**src/sv/tcw_pkg.sv**
```systemverilog
// ----------------------------------------------------------------------------
// tcw_pkg: shared types and constants of the text console character writer
// Request structs, cell codes, register indexes and default geometry.
// ----------------------------------------------------------------------------
package tcw_pkg;

  // Default geometry and tab spacing
  localparam int MAX_COLUMNS_DEF = 128;
  localparam int MAX_ROWS_DEF    = 32;
  localparam int TAB_STOP_DEF    = 8;

  // Character codes with a meaning of their own
  localparam logic [7:0] CODE_BS    = 8'h08;
  localparam logic [7:0] CODE_TAB   = 8'h09;
  localparam logic [7:0] CODE_LF    = 8'h0A;
  localparam logic [7:0] CODE_CR    = 8'h0D;
  localparam logic [7:0] CODE_BLANK = 8'h20;

  // Request functions
  localparam logic FUNC_PUT  = 1'b0;
  localparam logic FUNC_READ = 1'b1;

  // Configuration register indexes
  localparam int CFG_IDX_W = 2;
  localparam logic [CFG_IDX_W-1:0] CFG_ATTR = 2'd0;
  localparam logic [CFG_IDX_W-1:0] CFG_COLS = 2'd1;
  localparam logic [CFG_IDX_W-1:0] CFG_ROWS = 2'd2;

  // Configuration reset values
  localparam logic [7:0] ATTR_RST = 8'h30;
  localparam logic [7:0] COLS_RST = 8'd80;
  localparam logic [5:0] ROWS_RST = 6'd25;

  typedef struct packed {
    logic        func;
    logic [7:0]  char_code;
    logic [11:0] read_address;
  } in_item_t;

  typedef struct packed {
    logic [6:0]  cursor_column;
    logic [4:0]  cursor_row;
    logic [11:0] cursor_offset;
    logic [15:0] cell_data;
    logic        scrolled;
  } out_item_t;

  // Decisions of the cursor unit for one put
  typedef struct packed {
    logic wr_en;
    logic scroll;
  } put_flags_t;

endpackage

```
**src/sv/tcw_cursor_calc.sv**
```systemverilog
// ----------------------------------------------------------------------------
// tcw_cursor_calc: cursor update for one put
// Saturates the cursor to the screen, applies the character and reports
// where a printable code lands and whether the screen must scroll.
// ----------------------------------------------------------------------------
module tcw_cursor_calc #(
  parameter int MAX_COLUMNS = tcw_pkg::MAX_COLUMNS_DEF,
  parameter int MAX_ROWS    = tcw_pkg::MAX_ROWS_DEF,
  parameter int TAB_STOP    = tcw_pkg::TAB_STOP_DEF
) (
  input  logic [$clog2(MAX_COLUMNS)-1:0]   cur_col,
  input  logic [$clog2(MAX_ROWS)-1:0]      cur_row,
  input  logic [$clog2(MAX_COLUMNS+1)-1:0] cols,
  input  logic [$clog2(MAX_ROWS+1)-1:0]    rows,
  input  logic [7:0]                       code,
  output logic [$clog2(MAX_COLUMNS)-1:0]   next_col,
  output logic [$clog2(MAX_ROWS)-1:0]      next_row,
  output logic [$clog2(MAX_COLUMNS)-1:0]   wr_col,
  output logic [$clog2(MAX_ROWS)-1:0]      wr_row,
  output tcw_pkg::put_flags_t              flags
);

  localparam int COL_W  = $clog2(MAX_COLUMNS);
  localparam int ROW_W  = $clog2(MAX_ROWS);
  localparam int CNT_W  = $clog2(MAX_COLUMNS + 1);
  localparam int RCNT_W = $clog2(MAX_ROWS + 1);
  localparam int XW     = CNT_W + 5;
  localparam int YW     = RCNT_W + 1;
  localparam int RECIP  = (65536 + TAB_STOP - 1) / TAB_STOP;
  localparam int PW     = XW + 17;

  logic [XW-1:0] xs;
  logic [YW-1:0] ys;
  logic [XW-1:0] x;
  logic [YW-1:0] y;
  logic [PW-1:0] prod;
  logic [XW:0]   quot;
  logic [XW-1:0] tab_x;

  // Saturate the cursor to the current geometry
  always_comb begin
    xs = (XW'(cur_col) >= XW'(cols)) ? XW'(cols) - XW'(1) : XW'(cur_col);
    ys = (YW'(cur_row) >= YW'(rows)) ? YW'(rows) - YW'(1) : YW'(cur_row);
  end

  // Next tab stop: quotient by reciprocal multiply, exact for narrow columns
  always_comb begin
    prod  = PW'(xs) * PW'(RECIP);
    quot  = prod[PW-1:16];
    tab_x = XW'((32'(quot) + 32'd1) * 32'(TAB_STOP));
  end

  // Apply the character, then wrap and scroll
  always_comb begin
    x            = xs;
    y            = ys;
    flags.wr_en  = 1'b0;
    flags.scroll = 1'b0;
    case (code)
      tcw_pkg::CODE_BS: begin
        if (x != '0) begin
          x = x - XW'(1);
        end
      end
      tcw_pkg::CODE_TAB: begin
        x = tab_x;
      end
      tcw_pkg::CODE_CR: begin
        x = '0;
      end
      tcw_pkg::CODE_LF: begin
        x = '0;
        y = y + YW'(1);
      end
      default: begin
        if (code >= tcw_pkg::CODE_BLANK) begin
          flags.wr_en = 1'b1;
          x = x + XW'(1);
        end
      end
    endcase
    if (x >= XW'(cols)) begin
      x = '0;
      y = y + YW'(1);
    end
    if (y >= YW'(rows)) begin
      flags.scroll = 1'b1;
      y = YW'(rows) - YW'(1);
    end
    next_col = COL_W'(x);
    next_row = ROW_W'(y);
    wr_col   = COL_W'(xs);
    wr_row   = ROW_W'(ys);
  end

endmodule

```
**config.mk**
```make
export PLATFORM = sky130hd
export DESIGN_NAME = tcw_cursor_calc
export DESIGN_NICKNAME = d
export VERILOG_FILES = /design/src/sv/tcw_pkg.sv /design/src/sv/tcw_cursor_calc.sv
export SDC_FILE = /design/constraint.sdc
export NUM_CORES = 1
export LEC_CHECK = 0
export BUFFER_PORTS_ARGS = -buffer_cell sky130_fd_sc_hd__buf_4
export CELL_PAD_IN_SITES_DETAIL_PLACEMENT = 0
export CELL_PAD_IN_SITES_GLOBAL_PLACEMENT = 1
export CORE_UTILIZATION = 40
export DETAILED_ROUTE_END_ITERATION = 8
export GPL_ROUTABILITY_DRIVEN = 0
export PLACE_DENSITY = 0.93
export SLEW_MARGIN = 20
export SYNTH_ARGS = -nofsm -noshare
export SYNTH_HDL_FRONTEND = slang
export SYNTH_SLANG_ARGS = --single-unit
```
**constraint.sdc**
```tcl
create_clock -name vclk -period 17.1
set_input_delay 1.71 -clock vclk [all_inputs]
set_output_delay 1.71 -clock vclk [all_outputs]
set_load 0.01 [all_outputs]
```
==> impl_metrics.csv, run 1 <==
group,metric,value,unit
timing,hold_viol,0,
critical_path,cp.required,15.39,ns
floorplan,die_x,80.2,µm
grt,grt_pass1_wl,12.0,mm
logic_synthesis,ys_warn_count,0,
power_and_ir_drop,irDropWorstVdd,20.1,µV
critical_path,endpoint_kind,"primary output",
finish,n_fill_cell,582,
finish,clkbuf_count,0,
power_and_ir_drop,powerDensity,38.8,mW/mm²
detailed_routing,drc,0,
detailed_routing,routed_wl,7.71,mm
critical_path,slowest_stage,"o21ai_4",
timing,period_needed,10.34,ns
critical_path,path_delay_family,"compound AO/OA/AOI/OAI gates",
place,hpwl,6.49,mm
finish,seqCellArea,0,µm²
power_and_ir_drop,sw_frac_of_total,55.6,%
place,portBuffers,60,
power_and_ir_drop,total_power,114,µW
power_and_ir_drop,internal-power,50.5,µW
clocking,ctsHoldBuffers,0,
logic_synthesis,synth-seq-area-share,0,%
finish,layout-drive-gt1-share,23.1,%
min_path,holdPathStages,4,
critical_path,worstPathBufferInverterCount,4,
timing,timing.fmax,0.0968,GHz
detailed_routing,viasPerCell,6.05,
finish,fin_area,0.00293,mm²
place,place_area,0.00293,mm²
timing,period_share,60.4,%
timing,finalSetupTns,0,ns
logic_synthesis,postSynthAreaPerCell,7.31,µm²
outcome,outcome,"finished, final reports clean",
timing,finalSetupViolCount,0,
finish,nNetsFinal,456,
floorplan,core,0.00592,mm²
finish,area_growth,19.7,%
grt,grt_max_degree,20,
logic_synthesis,synth.cell_area,0.00245,mm²
grt,antenna_found_initial,0,
power_and_ir_drop,seqPwrFrac,0,%
min_path,worstHoldStart,"cur_row[4]",
critical_path,critPathMaxFanout,19,
critical_path,max_stage_delay,0.47,ns
logic_synthesis,ys_types,68,
min_path,min_to,"wr_row[4]",
timing,maxSlewHeadroom,40.9,%
floorplan,start_util,41.3,%
floorplan,rows,28,
detailed_routing,postRouteAntennaNets,0,
timing,grt_setup_unrepaired,"no",
finish,flops_and_latches,0,
grt,grt_pass1_vias,2509,
detailed_routing,wire_per_inst,16.8,µm
timing,final-max-slew-violation-count,0,
critical_path,cp-start-kind,"primary input",
finish,num_antenna_cells,0,
power_and_ir_drop,p_clk_share,0,%
timing,worst_slew_pin_slew,0.887,ns
clocking,post_cts_resized,0,
floorplan,die_h,80.2,µm
clocking,post_cts_buffers,0,
floorplan,die-area,0.00644,mm²
logic_synthesis,synth_nets,404,
grt,grt_overflow_total,0,
detailed_routing,dr.pass1.iters,4,
floorplan,io_pins,60,
grt,grt_use_total,23.4,%
detailed_routing,vias,2783,
power_and_ir_drop,leakagePower,0.00127,µW
critical_path,critPathKind,"in2out",
critical_path,arrival,8.63,ns
detailed_routing,drt-initial-drc-count,197,
logic_synthesis,syn_inst,335,
job,maxCapViolCount,0,
power_and_ir_drop,combPwrFrac,100.0,%
min_path,hp-class,"in2out",
power_and_ir_drop,p_sw,63.2,µW
-- power groups by stage --
stage                     logic (µW)  registers (µW)  clock network [µW]
after floorplan                 71.7               0                   0
after global placement           111               0                   0
after detailed placement         112               0                   0
after CTS                        113               0                   0
after global routing             124               0                   0
final                            114               0                   0
-- layer usage --
layer / vias to the layer above / track usage (%) / wire, µm
met2: 99 / 39.2 / 3510
met3: 8 / 1.93 / 465
met4: 0 / 3.39 / 97
li1: 1361 / - / -
met1: 1315 / 32.8 / 3640
met5: - / 0 / 0
-- per-stage QoR --
step / instances / utilization (%) / hold slack [ns] / setup WS, ns
2_1_floorplan: 335 / - / 3.51 / 7.77
3_3_place_gp: 460 / 49.5 / 3.75 / 7.02
3_5_place_dp: 460 / 49.5 / 3.76 / 6.84
4_1_cts: 460 / 49.5 / 3.76 / 6.84
5_1_grt: 460 / 49.5 / 3.80 / 6.18
6_report: 460 / 49.5 / 3.77 / 6.76
-- cell usage in the layout (no fill, tap or decap), types with 7 or more instances in the layout --
cell	n
nor3_1	9
nand2_1	16
mux2_2	7
buf_4	60
xnor2_1	21
nand3_1	17
o21ai_0	17
mux2i_1	7
ha_1	35
nand4_1	9
nor2_1	25
inv_1	29
a21oi_1	15
nor2b_1	7
-- cells by family (layout without fill, tap and decap cells) --
family / Yosys count / after routing / share of synthesized area, %
xor gates and xnor gates: 26 / 26 / 9.30
muxes: 16 / 16 / 7.00
and+or+nand+nor: 125 / 125 / 29.3
buffers and inverters: 39 / 89 / 6.95
adders and majority gates: 35 / 35 / 17.9
AOI/OAI and AO/OA: 94 / 94 / 29.5
-- worst max path at each step --
stage,startpoint,endpoint,slack (ns),depth (start not counted)
4_1_cts,cols[6],next_row[2],6.84,31
6_report,cols[6],next_row[2],6.76,31
3_3_place_gp,cols[6],next_row[1],7.02,31
5_1_grt,cols[6],next_row[2],6.18,31
2_1_floorplan,cols[6],next_row[1],7.77,33
3_5_place_dp,cols[6],next_row[2],6.84,31
-- cells in the mapped netlist, types with 5 or more instances --
cell type | count | share of area (%)
xor2_1 | 5 | 1.8
o21a_1 | 6 | 1.8
a21oi_1 | 15 | 3.1
inv_1 | 29 | 4.4
o21ai_0 | 17 | 3.5
nor3_1 | 9 | 1.8
o211ai_1 | 5 | 1.5
ha_1 | 35 | 18
mux2_2 | 7 | 3.2
nor2_1 | 25 | 3.8
nor2b_1 | 7 | 1.8
a31oi_1 | 5 | 1.3
and2_1 | 5 | 1.3
nand3_1 | 17 | 3.5
xnor2_1 | 21 | 7.5
or2_2 | 5 | 1.3
or3_1 | 6 | 1.5
a21o_1 | 6 | 1.8
nand4_1 | 9 | 2.3
nand2_1 | 16 | 2.5
mux2i_1 | 7 | 2.9
-- layout make-up --
| type | instances | area (µm²) | area share [%] |
|---|---|---|---|
| Inverter | 29 | 109 | 3.71 |
| Multi-Input combinational cell | 296 | 2280 | 77.7 |
| Tap cell | 75 | 93.8 | 3.20 |
| Timing Repair Buffer | 60 | 450 | 15.4 |
-- worst min-delay path: stages --
cell and delay [ns]:
buf_4 0.11, nand2_1 0.04, o21ai_0 0.07, buf_4 0.12
No activity file was read; power rests on OpenSTA's default activity.
==> inputs of run 2 (changes only) <==
clock period = 9.75 ns   (was 17.1 ns; I/O delays follow)
==> run 2 against run 1 <==
  * Critical path depth is the same
  * Critical path type unchanged
  * Highest routed layer unchanged
  * Clock-buffer cell count unchanged
  * Via count about the same
  * Wire length is 1.8% lower
  * Sequential share of layout area unchanged
  * Total power rose by 75%
  * Critical endpoint is now next_row[1]
  * Core utilization is the same
  * Flip-flop and latch count did not move
  * First-iteration DRC count is 18% higher
==> impl_metrics.csv, run 2 (synthesized netlist as in run 1, its figures left out) <==
group,metric,value,unit
power_and_ir_drop,internal-power,88.5,µW
timing,period_share,91.3,%
power_and_ir_drop,p_clk_share,0,%
place,hpwl,6.46,mm
floorplan,io_pins,60,
power_and_ir_drop,irDropWorstVdd,33.9,µV
power_and_ir_drop,total_power,199,µW
power_and_ir_drop,p_sw,111,µW
detailed_routing,vias,2785,
timing,grt_setup_unrepaired,"no",
place,portBuffers,60,
grt,grt_overflow_total,0,
timing,maxSlewHeadroom,39.4,%
floorplan,die_x,80.2,µm
finish,flops_and_latches,0,
timing,hold_viol,0,
finish,num_antenna_cells,0,
detailed_routing,drt-initial-drc-count,232,
floorplan,die_h,80.2,µm
critical_path,slowest_stage,"o21ai_4",
timing,timing.fmax,0.112,GHz
grt,grt_pass1_vias,2514,
detailed_routing,wire_per_inst,16.5,µm
power_and_ir_drop,sw_frac_of_total,55.6,%
critical_path,cp.required,8.78,ns
critical_path,arrival,7.93,ns
outcome,outcome,"finished, final reports clean",
detailed_routing,routed_wl,7.58,mm
floorplan,die-area,0.00644,mm²
timing,finalSetupTns,0,ns
detailed_routing,drc,0,
critical_path,critPathKind,"in2out",
power_and_ir_drop,combPwrFrac,100.0,%
detailed_routing,postRouteAntennaNets,0,
floorplan,core,0.00592,mm²
critical_path,max_stage_delay,0.47,ns
grt,grt_pass1_wl,12.2,mm
critical_path,critPathMaxFanout,19,
finish,seqCellArea,0,µm²
timing,worst_slew_pin_slew,0.909,ns
timing,final-max-slew-violation-count,0,
timing,finalSetupViolCount,0,
clocking,post_cts_buffers,0,
grt,antenna_found_initial,0,
power_and_ir_drop,powerDensity,68.0,mW/mm²
clocking,post_cts_resized,0,
finish,final_common_cell,"buf_4",
finish,area_growth,19.7,%
finish,mostFrequentLayoutCells,"buf_4 (60), ha_1 (35), inv_1 (29)",
grt,grt_use_total,23.5,%
job,maxCapViolCount,0,
timing,period_needed,8.90,ns
power_and_ir_drop,leakagePower,0.00127,µW
detailed_routing,viasPerCell,6.05,
power_and_ir_drop,seqPwrFrac,0,%
critical_path,endpoint_kind,"primary output",
finish,layout-drive-gt1-share,23.1,%
clocking,ctsHoldBuffers,0,
detailed_routing,dr.pass1.iters,5,
critical_path,cp-start-kind,"primary input",
finish,clkbuf_count,0,
grt,grt_max_degree,20,
min_path,hp-class,"in2out",
finish,nNetsFinal,456,
floorplan,rows,28,
floorplan,start_util,41.3,%
## run 2: cell counts in the layout (fill, tap and decap cells not counted)
Identical to the previous run, type by type.
## run 2: routing by layer
metal  track usage (%)  up-vias  share of wire (%)
li1                  -     1368                  -
met1              34.2     1299                 47
met2              38.6      108                 45
met3             0.909       10                6.3
met4              3.57        0                1.3
met5                 0        -                  0
## run 2: cell type report
| class | instances | area (µm²) |
|---|---|---|
| inverters | 29 | 109 |
| fillers | 598 | 2990 |
| multi-input cells | 296 | 2280 |
| well taps | 75 | 93.8 |
| repair buffers | 60 | 450 |
## run 2: final timing paths
kind                    from          end  slack, ns  cells after the start
hold / removal    cur_row[4]    wr_row[4]       2.29                      4
setup / recovery     cols[5]  next_row[1]       0.85                     31
## run 2: per-stage QoR
stage | hold WS [ns] | cells | instance area [µm²] | utilization [%] | setup slack (ns)
after floorplan | 2.04 | 335 | 2450 | - | 1.89
after global placement | 2.28 | 460 | 2930 | 49.5 | 1.14
after detailed placement | 2.28 | 460 | 2930 | 49.5 | 0.968
after CTS | 2.28 | 460 | 2930 | 49.5 | 0.952
after global routing | 2.32 | 460 | 2930 | 49.5 | 0.281
final | 2.29 | 460 | 2930 | 49.5 | 0.849
## run 2: worst max-delay path: cells and delay by family
family,cells,cell delay (ns)
compound gates,16,3.35
fa+ha+maj,4,1.23
mux,3,1.16
simple gates,4,0.61
buf+inv,4,0.60
## run 2: power by group through the flow
stage | Combinational, µW | Sequential [µW] | Clock [µW]
global placement | 194 | 0 | 0
global route | 219 | 0 | 0
CTS | 198 | 0 | 0
floorplan | 126 | 0 | 0
finish | 199 | 0 | 0
detailed placement | 197 | 0 | 0
